--- src/rtl/spm_pkg.sv ---
// Package for the sparse polynomial multiply unit.
// Holds field widths, sizing constants and term opcodes; no dependencies.
`default_nettype none
package spm_pkg;
  localparam int unsigned CoefW    = 16;
  localparam int unsigned ExpW     = 10;
  localparam int unsigned SumW     = 38;
  localparam int unsigned SumExpW  = 11;
  localparam int unsigned MaxTerms = 8;

  // Opcode carried with each loaded term
  localparam logic OpFirst  = 1'b0;
  localparam logic OpSecond = 1'b1;
endpackage
`default_nettype wire

--- src/rtl/sparse_polynomial_multiply_unit.sv ---
// Sparse polynomial multiply unit: term stores, pair scans and result output.
// Depends on spm_pkg.
`default_nettype none
// Terms arrive one per transaction (opcode 0: first polynomial, 1: second);
// a term beyond MAX_TERMS for its polynomial is dropped. A second-polynomial
// term with tlast set starts the product; an empty first polynomial gives no
// results. The product is formed in passes, one per distinct exponent sum,
// highest first: each pass reads every pair of terms from the term memories,
// one pair a cycle, and keeps the largest exponent sum below the previous
// result together with the running sum of its coefficients. Each pass then
// drains the read and multiply stages and loads the result register, waiting
// on any output stall. No input is taken from the final term until the last
// result is loaded into the output register. Zero sums are emitted like any
// other.
module sparse_polynomial_multiply_unit #(
  parameter int unsigned MAX_TERMS = spm_pkg::MaxTerms
) (
  input  wire logic        clk_i,
  input  wire logic        rst_ni,
  input  wire logic        s_axis_tvalid_i,
  output      logic        s_axis_tready_o,
  // tdata: coefficient[15:0], exponent[25:16], zero fill [31:26]
  input  wire logic [31:0] s_axis_tdata_i,
  // tuser: opcode
  input  wire logic        s_axis_tuser_i,
  input  wire logic        s_axis_tlast_i,
  output      logic        m_axis_tvalid_o,
  input  wire logic        m_axis_tready_i,
  // tdata: sum_coefficient[37:0], sum_exponent[48:38], zero fill [55:49]
  output      logic [55:0] m_axis_tdata_o,
  output      logic        m_axis_tlast_o
);
  localparam int unsigned IdxW    = (MAX_TERMS > 1) ? $clog2(MAX_TERMS) : 1;
  localparam int unsigned CntW    = $clog2(MAX_TERMS + 1);
  localparam int unsigned CoefW   = spm_pkg::CoefW;
  localparam int unsigned ExpW    = spm_pkg::ExpW;
  localparam int unsigned SumW    = spm_pkg::SumW;
  localparam int unsigned SumExpW = spm_pkg::SumExpW;
  localparam int unsigned ProdW   = 2 * CoefW;

  typedef enum logic [3:0] {
    StLoad  = 4'b0001,
    StPass  = 4'b0010,
    StDrain = 4'b0100,
    StEmit  = 4'b1000
  } state_e;

  state_e state_q, state_d;
  logic [CntW-1:0] cnt_a_q, cnt_b_q;
  logic [IdxW-1:0] ia_q, ib_q;
  logic signed [CoefW-1:0] ca_mem [MAX_TERMS];
  logic signed [CoefW-1:0] cb_mem [MAX_TERMS];
  logic [ExpW-1:0] ea_mem [MAX_TERMS];
  logic [ExpW-1:0] eb_mem [MAX_TERMS];
  logic signed [CoefW-1:0] rca_q, rcb_q;
  logic [ExpW-1:0] rea_q, reb_q;
  logic rv_q;
  logic signed [ProdW-1:0] pc_q;
  logic [SumExpW-1:0] pe_q;
  logic pv_q;
  logic [SumExpW:0] bound_q;
  logic [SumExpW-1:0] max_e_q;
  logic signed [SumW-1:0] sum_q;
  logic have_max_q, lower_q;
  logic signed [SumW-1:0] out_c_q;
  logic [SumExpW-1:0] out_e_q;
  logic out_v_q, out_l_q;

  logic in_fire, in_first, in_second, load_a, load_b, start;
  logic out_free, emit, finish, start_pass;
  logic last_a, last_b;
  logic signed [CoefW-1:0] in_coef;
  logic [ExpW-1:0] in_exp;

  assign in_coef = s_axis_tdata_i[15:0];
  assign in_exp  = s_axis_tdata_i[25:16];
  assign s_axis_tready_o = (state_q == StLoad);
  assign in_fire   = s_axis_tvalid_i && s_axis_tready_o;
  assign in_first  = in_fire && (s_axis_tuser_i == spm_pkg::OpFirst);
  assign in_second = in_fire && (s_axis_tuser_i == spm_pkg::OpSecond);
  assign load_a = in_first && (cnt_a_q < CntW'(MAX_TERMS));
  assign load_b = in_second && (cnt_b_q < CntW'(MAX_TERMS));
  assign start  = in_second && s_axis_tlast_i;
  assign out_free   = !out_v_q || m_axis_tready_i;
  assign emit       = (state_q == StEmit) && out_free;
  assign finish     = emit && !lower_q;
  assign start_pass = (start && (cnt_a_q != '0)) || (emit && lower_q);
  assign last_a = (CntW'(ia_q) == CntW'(cnt_a_q - 1'b1));
  assign last_b = (CntW'(ib_q) == CntW'(cnt_b_q - 1'b1));

  // Term memories: write on load, read one pair a cycle during a pass;
  // loads and passes never overlap, so no forwarding is needed
  always_ff @(posedge clk_i) begin
    if (load_a) begin
      ca_mem[cnt_a_q[IdxW-1:0]] <= in_coef;
      ea_mem[cnt_a_q[IdxW-1:0]] <= in_exp;
    end
    if (load_b) begin
      cb_mem[cnt_b_q[IdxW-1:0]] <= in_coef;
      eb_mem[cnt_b_q[IdxW-1:0]] <= in_exp;
    end
    if (state_q == StPass) begin
      rca_q <= ca_mem[ia_q];
      rea_q <= ea_mem[ia_q];
      rcb_q <= cb_mem[ib_q];
      reb_q <= eb_mem[ib_q];
    end
  end

  // Multiply coefficients and add exponents of the pair just read
  always_ff @(posedge clk_i) begin
    pc_q <= ProdW'(rca_q) * ProdW'(rcb_q);
    pe_q <= SumExpW'(rea_q) + SumExpW'(reb_q);
  end

  // Advance the pipeline valid flags
  always_ff @(posedge clk_i or negedge rst_ni) begin
    if (!rst_ni) begin
      rv_q <= 1'b0;
      pv_q <= 1'b0;
    end else begin
      rv_q <= (state_q == StPass);
      pv_q <= rv_q;
    end
  end

  // Track the largest exponent below the bound and sum its coefficients
  always_ff @(posedge clk_i or negedge rst_ni) begin
    if (!rst_ni) begin
      have_max_q <= 1'b0;
      lower_q    <= 1'b0;
      max_e_q    <= '0;
      sum_q      <= '0;
      bound_q    <= '0;
    end else if (start_pass) begin
      have_max_q <= 1'b0;
      lower_q    <= 1'b0;
      bound_q    <= (state_q == StEmit) ? {1'b0, max_e_q} : {1'b1, {SumExpW{1'b0}}};
    end else if (pv_q && ({1'b0, pe_q} < bound_q)) begin
      if (!have_max_q || (pe_q > max_e_q)) begin
        have_max_q <= 1'b1;
        lower_q    <= lower_q || have_max_q;
        max_e_q    <= pe_q;
        sum_q      <= SumW'(pc_q);
      end else if (pe_q == max_e_q) begin
        sum_q <= sum_q + SumW'(pc_q);
      end else begin
        lower_q <= 1'b1;
      end
    end
  end

  // Next state
  always_comb begin
    state_d = state_q;
    case (state_q)
      StLoad: begin
        if (start_pass) state_d = StPass;
      end
      StPass: begin
        if (last_a && last_b) state_d = StDrain;
      end
      StDrain: begin
        if (!rv_q) state_d = StEmit;
      end
      StEmit: begin
        if (emit) state_d = lower_q ? StPass : StLoad;
      end
      default: state_d = StLoad;
    endcase
  end

  // State, term counts and pair indexes
  always_ff @(posedge clk_i or negedge rst_ni) begin
    if (!rst_ni) begin
      state_q <= StLoad;
      cnt_a_q <= '0;
      cnt_b_q <= '0;
      ia_q    <= '0;
      ib_q    <= '0;
    end else begin
      state_q <= state_d;
      // drop both polynomials once the product is done or has no terms
      if (finish || (start && (cnt_a_q == '0))) begin
        cnt_a_q <= '0;
        cnt_b_q <= '0;
      end else begin
        if (load_a) cnt_a_q <= cnt_a_q + 1'b1;
        if (load_b) cnt_b_q <= cnt_b_q + 1'b1;
      end
      // step through every pair, second polynomial fastest
      if (start_pass) begin
        ia_q <= '0;
        ib_q <= '0;
      end else if (state_q == StPass) begin
        if (last_b) begin
          ib_q <= '0;
          ia_q <= ia_q + 1'b1;
        end else begin
          ib_q <= ib_q + 1'b1;
        end
      end
    end
  end

  // Output register: load a result when free, hold it while stalled
  always_ff @(posedge clk_i or negedge rst_ni) begin
    if (!rst_ni) begin
      out_v_q <= 1'b0;
      out_l_q <= 1'b0;
      out_c_q <= '0;
      out_e_q <= '0;
    end else if (emit) begin
      out_v_q <= 1'b1;
      out_l_q <= !lower_q;
      out_c_q <= sum_q;
      out_e_q <= max_e_q;
    end else if (m_axis_tready_i) begin
      out_v_q <= 1'b0;
    end
  end

  assign m_axis_tvalid_o = out_v_q;
  assign m_axis_tlast_o  = out_l_q;
  assign m_axis_tdata_o  = {7'b0, out_e_q, out_c_q};

`ifndef NO_ASSERTIONS
  assert property (@(posedge clk_i) disable iff (!rst_ni)
    m_axis_tvalid_o && !m_axis_tready_i |=>
      m_axis_tvalid_o && $stable(m_axis_tdata_o) && $stable(m_axis_tlast_o))
    else $error("result changed while stalled");
  assert property (@(posedge clk_i) disable iff (!rst_ni) $onehot(state_q))
    else $error("state not one-hot");
  assert property (@(posedge clk_i) disable iff (!rst_ni)
    (cnt_a_q <= CntW'(MAX_TERMS)) && (cnt_b_q <= CntW'(MAX_TERMS)))
    else $error("term count overflow");
  assert property (@(posedge clk_i) disable iff (!rst_ni)
    (state_q == StEmit) |-> (!rv_q && !pv_q))
    else $error("result taken before the pass drained");
  assert property (@(posedge clk_i) disable iff (!rst_ni)
    (state_q == StPass) |-> ((cnt_a_q != '0) && (cnt_b_q != '0)))
    else $error("pass over an empty polynomial");
`endif
endmodule
`default_nettype wire

--- config.mk ---
export PLATFORM = sky130hd
export DESIGN_NAME = sparse_polynomial_multiply_unit
export DESIGN_NICKNAME = d
export VERILOG_FILES = /design/src/rtl/spm_pkg.sv /design/src/rtl/sparse_polynomial_multiply_unit.sv
export SDC_FILE = /design/constraint.sdc
export NUM_CORES = 1
export LEC_CHECK = 0
export BUFFER_PORTS_ARGS = -buffer_cell sky130_fd_sc_hd__buf_2
export CAP_MARGIN = 0
export CORE_ASPECT_RATIO = 1.25
export CORE_MARGIN = 5
export CORE_UTILIZATION = 57
export DETAILED_ROUTE_END_ITERATION = 8
export PLACE_DENSITY = 0.74
export SLEW_MARGIN = 20
export SYNTH_ARGS = -nofsm -noshare
export SYNTH_HDL_FRONTEND = slang
export SYNTH_SLANG_ARGS = --single-unit
export TNS_END_PERCENT = 10
--- constraint.sdc ---
create_clock -name clk_i -period 5.6 [get_ports clk_i]
set_clock_uncertainty 0.15 [all_clocks]
set_input_delay 1.68 -clock clk_i [delete_from_list [all_inputs] [get_ports clk_i]]
set_output_delay 1.68 -clock clk_i [all_outputs]
set_load 0.02 [all_outputs]
==> After elaboration in Yosys (flattened, before gate mapping) <==
Memory sizes are Yosys's and may differ from the RTL's. A register that Yosys moved wholly into a read port is not among the register bits.
Cells that the tools add are included.
{ "op_classes": {"muxes": 32, "n_eq_ne": 12, "n_bitwise": 2, "order_cmp": 4, "reduce_logical": 37, "add_sub_neg": 8, "n_mul": 1} }
{ "ops": {"columns": ["operator", "n"], "rows": [
  ["$mux W38", 2],
  ["$add A38 B32 Y38", 1],
  ["$mul A16 B16 Y32", 1],
  ["$mux W4", 8],
  ["$mux W3", 6],
  ["$pmux W4 S4", 1],
  ["$reduce_bool A2 Y1", 8],
  ["$logic_and A1 B1 Y1", 13],
  ["$mux W1", 13],
  ["$lt A11 B12 Y1", 1],
  ["$mux W12", 1],
  ["$add A10 B10 Y11", 1],
  ["$eq A11 B11 Y1", 1],
  ["$gt A11 B11 Y1", 1],
  ["$add A4 B1 Y4 const B", 2],
  ["$eq A3 B4 Y1", 2],
  ["$lt A4 B4 Y1 const B", 2],
  ["$sub A4 B1 Y4 const B", 2],
  ["$add A3 B1 Y3 const B", 2],
  ["$ne A2 B2 Y1 const B", 3],
  ["$reduce_and A2 Y1", 3],
  ["$reduce_and A3 Y1", 2],
  ["$logic_or A1 B1 Y1", 5],
  ["$eq A4 B1 Y1 const B", 1],
  ["other kinds (11)", 14]
]} }
{ "word_totals": {"memories": 4, "ramBits": 416, "word_cells": 118, "output_inout_bits": 59, "input_bits": 38, "ff_bits": 177} }
{ "memory_table": {"columns": ["name", "depth", "width", "read_ports", "rd_ports_with_merged_regs", "wr", "line_no", "text"], "rows": [
  ["ca_mem", 8, 16, 1, 1, 1, "sparse_polynomial_multiply_unit.sv:51", "logic signed [CoefW-1:0] ca_mem [MAX_TERMS];"],
  ["cb_mem", 8, 16, 1, 1, 1, "sparse_polynomial_multiply_unit.sv:52", "logic signed [CoefW-1:0] cb_mem [MAX_TERMS];"],
  ["ea_mem", 8, 10, 1, 1, 1, "sparse_polynomial_multiply_unit.sv:53", "logic [ExpW-1:0] ea_mem [MAX_TERMS];"],
  ["eb_mem", 8, 10, 1, 1, 1, "sparse_polynomial_multiply_unit.sv:54", "logic [ExpW-1:0] eb_mem [MAX_TERMS];"]
]} }

==> Depth between registers and ports, before layout <==
Gate-level depths: netlist of the first run.
{ "logic_depth": {"depth_word": 8, "ltp_mapped": 24} }

==> Worst setup path before layout of the first run <==
OpenSTA, ideal clock, no wires.
{ "synth_path": {"path_kind": "register to register", "start": "register rca_q[15], read port of ca_mem", "end": "register pc_q[29]", "period_less_slack_ns": 6.080, "setup_ns": 0.072, "path_slack_ns": -0.480, "arrival_ns": 5.858, "n_path_buf": 1, "t_required_ns": 5.378, "path_stages_with_launch": 21, "cell_sequence": "edfxtp_1 -> clkbuf_1 -> nand2_1 -> fa_1 -> inv_1 -> fa_1 -> fa_1 -> fa_1 -> fa_1 -> inv_1 -> fa_1 -> inv_1 -> ha_1 -> a21o_1 -> a21o_1 -> a21oi_1 -> nor2b_1 -> o21ai_0 -> o21ai_0 -> o41ai_1 -> xnor2_1"} }
{ "synth_between": {"elab_chain_cells": 1} }
{ "synth_rtl": {"columns": ["item", "line_no", "text"], "rows": [
  ["start, declared", "sparse_polynomial_multiply_unit.sv:55", "logic signed [CoefW-1:0] rca_q, rcb_q;"],
  ["$mul A16 B16 Y32", "sparse_polynomial_multiply_unit.sv:112", "pc_q <= ProdW'(rca_q) * ProdW'(rcb_q);"],
  ["end signal, assigned", "sparse_polynomial_multiply_unit.sv:112", null],
  ["end, declared", "sparse_polynomial_multiply_unit.sv:58", "logic signed [ProdW-1:0] pc_q;"]
]} }
Every way passes these cells.
A chain may end at the register's enable or synchronous reset.

==> Worst setup path in the final report of the first run <==
{ "layout_path": {"start": "register rcb_q[4], read port of cb_mem", "end": "register pc_q[31]"} }
{ "layout_between": {"elab_chain_cells": 1} }
{ "layout_rtl": {"columns": ["item", "line_no"], "rows": [
  ["start, declared", "sparse_polynomial_multiply_unit.sv:55"],
  ["$mul A16 B16 Y32", "sparse_polynomial_multiply_unit.sv:112"]
]} }
Every way passes these cells.

==> results.json, run 1 <==
{
  "slowest_stage": "fa_1",
  "cp.required_ns": 5.94,
  "synth.most_common_cell": "edfxtp_1",
  "status": "finished with violations",
  "area_delta_synth_final_pct": 13.1,
  "hold_buffers": 0,
  "crit_path_start_kind": "flop",
  "clock-sinks": 645,
  "overflow": 0,
  "die_height_um": 293,
  "path_common_cell": "fa_1",
  "portBuffers": 83,
  "cts_root_buf": "clkbuf_16",
  "yosys_warnings": 0,
  "grtUsageTotal": 0.234,
  "relSlewSlack": 0.248,
  "synth-seq-cells": 645,
  "routabilityCongestion": 0.902,
  "power_leakage_nw": 17.3,
  "holdWs_ns": 0.272,
  "dpl.hpwl_um": 55300,
  "synth_cell_type_count": 83,
  "synth_top_area_frac": 0.385,
  "yosys-top-cells-count": "edfxtp_1, inv_1, fa_1",
  "grt_pass1_wl_um": 129000,
  "fin_nets": 3427,
  "powerDensity_nw_per_um2": 227,
  "synthTopCellsByArea": "edfxtp_1, fa_1, dfrtp_1",
  "p_total_w": 0.00938,
  "row_count": 103,
  "first_pass_iters": 5,
  "violations": "setup timing",
  "clock_path_buffers": 3,
  "worst_ir_drop_vdd_mv": 0.283,
  "layout.cells.non_filler": 3859,
  "path_cells": "and2_4, fa_1, inv_1, fa_2, inv_1, fa_1, fa_2, fa_1, inv_1, fa_1, inv_2, ha_4, nand3_1, nor2_2, o311ai_2, a31oi_4, a41oi_2, o21ai_2, o21ai_2, o31ai_2, xnor2_1",
  "fin_crit_sh": 1.08,
  "synth_edf_count": 468,
  "grt_antenna_before_repair": 3,
  "hold_viol_final": 0,
  "ios": 97,
  "rsz0062_at_grt": "yes",
  "path_clk_slew_ns": 0.07,
  "worstPathArrival_ns": 6.37,
  "finalCriticalPeriod_ns": 6.03,
  "cts_tree": "yes",
  "drv_slew": 0,
  "worst-path-max-fanout": 5,
  "synthFlopType": "edfxtp_1",
  "die_w_um": 236,
  "clock_latency_ns": 0.63,
  "dieArea_um2": 69200,
  "drv_cap": 0,
  "hp-class": "flop to flop",
  "use_met2": 0.443,
  "drt_iter0_drc": 1376,
  "routed_via_density": 5.67,
  "ant_nets": 0,
  "initial_core_util": 0.577,
  "max_stage_delay_ns": 0.54,
  "wire_per_inst_um": 20.5,
  "syn_avg_cell_area_um2": 13.3,
  "use_met3": 0.0286,
  "drc": 0,
  "layout-drive-gt1-share": 0.215,
  "worstMarginPinSlew_ns": 1.12,
  "top_usage_layer": "met2",
  "critPathKind": "flop to flop",
  "vias": 21869,
  "cts_made_buffers": 59,
  "coreArea_um2": 63300,
  "cp-end-kind": "flop",
  "dp_cells": 3736,
  "setup_violations": 15,
  "seq_area_frac_synth": 0.501,
  "fmaxAchievable_ghz": 0.166,
  "syn_area_um2": 36500,
  "gr-usage-met1": 0.286,
  "async_reset_ff_frac": 0.208,
  "worst_slack_ns": -0.429,
  "yosys.area.top_type": "edfxtp_1",
  "first_global_vias": 23798,
  "htree_levels": 2,
  "fillCellCount": 4459,
  "totalWireLength_um": 79200,
  "grt_max_degree": 78,
  "netlist_instances": 2747
}
registers in the layout, indices dropped and copies added, names as in the netlist, 10 cells and up:
signal   cells
ca_mem     128
cb_mem     128
ea_mem      80
eb_mem      80
out_c_q     38
sum_q       38
pc_q        32
rca_q       16
rcb_q       16
bound_q     12
max_e_q     11
out_e_q     11
pe_q        11
rea_q       10
reb_q       10
worst max-delay path: cells and delay by family, from the launching register on:
kind,cells,cell delay (ns)
flops,1,0.46
xor+xnor,1,0.13
buf+inv,4,0.21
fa+ha+maj,7,3.24
compound gates,6,1.19
simple gates,3,0.49
power breakdown:
part	total (W)	internal (W)	switching, W
combinational	0.0000741	0.00000991	0.0000641
clock	0.00419	0.00243	0.00176
sequential	0.00512	0.00512	0.0000000000000000000143
cell type report:
| cell class | count | area (um2) | area share |
|---|---|---|---|
| repair buffers | 263 | 1810 | 0.0438 |
| well taps | 840 | 1050 | 0.0255 |
| clock buffers | 72 | 1580 | 0.0382 |
| flip-flops and latches | 645 | 18300 | 0.443 |
| diodes | 2 | 5.00 | 0.000121 |
| inverters | 332 | 1250 | 0.0302 |
| clock inverters | 37 | 463 | 0.0112 |
| multi-input cells | 1668 | 16800 | 0.408 |
cell families (layout without fill, tap and decap cells):
kind of cell | after synthesis | after routing | synth area share
buffers and inverters | 440 | 704 | 0.0480
DFF | 645 | 645 | 0.501
and+or+nand+nor | 638 | 638 | 0.0833
muxes | 202 | 202 | 0.0942
adders and majority gates | 420 | 420 | 0.198
AOI/OAI and AO/OA | 326 | 326 | 0.0574
other | 1 | 9 | 0.000103
xor gates and xnor gates | 75 | 75 | 0.0180
worst paths after layout:
kind | from | end | slack, ns | depth (start not counted)
max | rcb_q[4] | pc_q[31] | -0.43 | 21
min | rv_q | pv_q | 0.27 | 0
max reg2reg | rcb_q[4] | pc_q[31] | -0.43 | 21
min reg2reg | rv_q | pv_q | 0.27 | 0
max in group asynchronous | rst_ni | out_c_q[37] | 3.39 | 2
min in group asynchronous | rst_ni | out_c_q[0] | 0.93 | 1
layer usage:
layer | vias to the layer above | routed length [um]
li1 | 9949 | -
met1 | 11171 | 30100
met2 | 621 | 43500
met3 | 126 | 3780
met4 | 2 | 1820
met5 | - | 7
metrics by stage:
step	utilization	setup TNS, ns	worst slack (ns)	cell area [um2]
4_1_cts	0.649	-3.14	-0.400	41100
3_5_place_dp	0.616	-4.51	-0.557	39000
3_3_place_gp	0.616	-3.62	-0.461	39000
2_1_floorplan	-	-0.391	-0.0958	36700
5_1_grt	0.652	-7.28	-0.710	41300
6_report	0.652	-3.59	-0.429	41300
layout by cell type, fill, tap and decap left out, types with 8 or more instances in the layout:
master,n
edfxtp_1,468
inv_1,327
fa_1,259
nand2_1,256
buf_4,174
ha_1,150
dfrtp_1,129
and2_1,119
nor2_1,116
mux4_2,104
mux2_2,92
buf_2,83
a21oi_1,79
o21ai_0,70
clkbuf_16,60
xnor2_1,54
a21o_1,48
dfxtp_1,43
a31oi_1,30
xor2_1,20
nand3_1,20
nand2b_1,19
nor3_1,15
and3_1,13
o211ai_1,9
clkbuf_1,9
bufinv_16,9
clkinv_1,9
o21bai_1,8
o21a_1,8
nor2_2,8
clkinv_2,8
what timing repair did:
action | in CTS | in global routing
buffers inserted | 3 | 9
gates resized for setup | 15 | 29
endpoints found under the setup margin | 15 | 19
endpoints found under the hold margin | 0 | 0
pin swaps | 11 | 20
cloned | 0 | 0
No activity file was read; power rests on OpenSTA's default activity.
==> run 2: changes to the inputs <==
- CORE_UTILIZATION: 57 -> 60
- clock period: 5.6 -> 6.25 ns (I/O delays scaled with it)
==> run 2 against run 1 <==
Effect of this change:
- flip-flop and latch count did not move
- largest power group unchanged
- hold slack improved by 0.025 ns
- highest routed layer unchanged
- critical endpoint is now pc_q[30]
- sequential power fell by 10%
- the run now ends clean
- register-to-register slack improved by 0.57 ns
- sequential share of layout area rose by 0.29 points
- count of clock-buffer cells in the layout fell by 1
==> results.json, run 2 (synthesized netlist as in run 1, its figures left out) <==
{
  "status": "finished, final reports clean",
  "ant_nets": 0,
  "setup_violations": 0,
  "initial_core_util": 0.603,
  "internal_power_w": 0.00675,
  "fin_nets": 3375,
  "area_delta_synth_final_pct": 12.3,
  "r2r-end": "pc_q[30]",
  "swShare": 0.197,
  "layout_commonest_cell": "edfxtp_1",
  "drv_cap": 0,
  "worst_ir_drop_vdd_mv": 0.328,
  "rsz0062_at_grt": "yes",
  "worst-path-max-fanout": 6,
  "htree_levels": 2,
  "fillCellCount": 4138,
  "powerDensity_nw_per_um2": 205,
  "finalCriticalPeriod_ns": 6.11,
  "die_w_um": 231,
  "layout.cells.non_filler": 3740,
  "first_pass_iters": 5,
  "finalSetupTns_ns": 0,
  "grt_antenna_before_repair": 5,
  "seq_power_share": 0.545,
  "critPathKind": "flop to flop",
  "worst_slack_ns": 0.144,
  "drc": 0,
  "grt_pass1_wl_um": 128000,
  "clockPowerShare": 0.447,
  "crit_path_start_kind": "flop",
  "clock_latency_ns": 0.64,
  "multi_input_area_um2": 16900,
  "fmaxAchievable_ghz": 0.164,
  "routed_via_density": 5.79,
  "clock-sinks": 645,
  "cts_made_buffers": 61,
  "layout-drive-gt1-share": 0.203,
  "totalWireLength_um": 80200,
  "vias": 21654,
  "hp-class": "flop to flop",
  "grtUsageTotal": 0.248,
  "die_height_um": 286,
  "ios": 97,
  "combPwrFrac": 0.008,
  "holdWs_ns": 0.297,
  "grt_max_degree": 98,
  "cp-startpoint": "rcb_q[3]",
  "drv_slew": 0,
  "dp_slack_ns": -0.339,
  "relSlewSlack": 0.245,
  "p_total_w": 0.00841,
  "endpoint": "pc_q[30]",
  "power_leakage_nw": 17.1,
  "wire_per_inst_um": 21.4,
  "path_clk_slew_ns": 0.06,
  "first_global_vias": 23273,
  "cts_root_buf": "clkbuf_16",
  "r2r_slack_ns": 0.14,
  "cts_tree": "yes",
  "hold_viol_final": 0,
  "drt_iter0_drc": 1547,
  "dpl.hpwl_um": 54900,
  "dieArea_um2": 65900,
  "reg2reg_depth": 22,
  "clock_path_buffers": 3,
  "cp.required_ns": 6.59,
  "worstPathArrival_ns": 6.45,
  "coreArea_um2": 60500,
  "cp-end-kind": "flop",
  "p_switching_w": 0.00166,
  "portBuffers": 83,
  "final_cell_mix": "edfxtp_1, inv_1, fa_1, nand2_1, ha_1",
  "fin_crit_sh": 0.977,
  "worstMarginPinSlew_ns": 1.13,
  "hp-start": "rv_q",
  "routabilityCongestion": 0.884,
  "overflow": 0,
  "r2r_start": "rcb_q[3]",
  "final-seq-area_um2": 18300,
  "hold_buffers": 0,
  "row_count": 101,
  "dp_cells": 3604
}
-- run 2: timing repair --
| item | CTS | global route |
|---|---|---|
| pin swaps | 5 | 38 |
| setup endpoints to repair | 8 | 8 |
| setup buffers | 2 | 16 |
| gates resized for setup | 14 | 70 |
-- run 2: worst min-delay path by stage --
stage          endpoint  slack [ns]  cells past startpoint
2_1_floorplan      pv_q        0.22                      0
3_3_place_gp       pv_q        0.29                      0
3_5_place_dp       pv_q        0.28                      0
4_1_cts            pv_q        0.30                      0
5_1_grt            pv_q        0.30                      0
6_report           pv_q        0.30                      0
-- run 2: final cells by class --
| type | count | area share |
|---|---|---|
| Tap cell | 772 | 0.0236 |
| Sequential cell | 645 | 0.446 |
| Timing Repair Buffer | 209 | 0.0367 |
| Multi-Input combinational cell | 1668 | 0.413 |
| Inverter | 332 | 0.0304 |
| Clock inverter | 41 | 0.0115 |
| Antenna cell | 2 | 0.000122 |
| Clock buffer | 71 | 0.0386 |
-- run 2: through the flow --
stage | utilization | area [um2]
floorplan | - | 36500
global placement | 0.633 | 38300
detailed placement | 0.633 | 38300
CTS | 0.668 | 40400
global route | 0.677 | 41000
finish | 0.677 | 41000
-- run 2: routing by layer --
| layer | GRT usage | vias to the layer above | part of all wire |
|---|---|---|---|
| met1 | 0.302 | 11014 | 0.37 |
| met5 | 0 | - | 0.000087 |
| met4 | 0.0815 | 2 | 0.037 |
| met3 | 0.0325 | 172 | 0.050 |
| li1 | - | 9837 | - |
| met2 | 0.458 | 629 | 0.54 |
-- run 2: critical path, stage by stage (launching register included) --
cell and delay [ns]:
edfxtp_1 0.49, buf_4 0.16, nand2_1 0.07, fa_1 0.57, fa_1 0.43, fa_1 0.50, inv_1 0.06, fa_1 0.47
fa_1 0.52, inv_1 0.05, fa_1 0.47, inv_1 0.06, ha_4 0.22, a21o_1 0.16, a21oi_2 0.13, o21bai_2 0.10
a2111oi_2 0.38, o21ai_2 0.15, o21bai_4 0.20, nand2_2 0.13, buf_6 0.16, a211o_1 0.24, o311ai_0 0.09
-- run 2: power groups by stage --
stage | clock network, W | registers (W) | logic, W
6_report | 0.00376 | 0.00459 | 0.0000650
5_1_grt | 0.00402 | 0.00458 | 0.0000739
4_1_cts | 0.00382 | 0.00459 | 0.0000657
3_5_place_dp | 0 | 0.00468 | 0.0000658
3_3_place_gp | 0 | 0.00468 | 0.0000610
2_1_floorplan | 0 | 0.00468 | 0.00000721
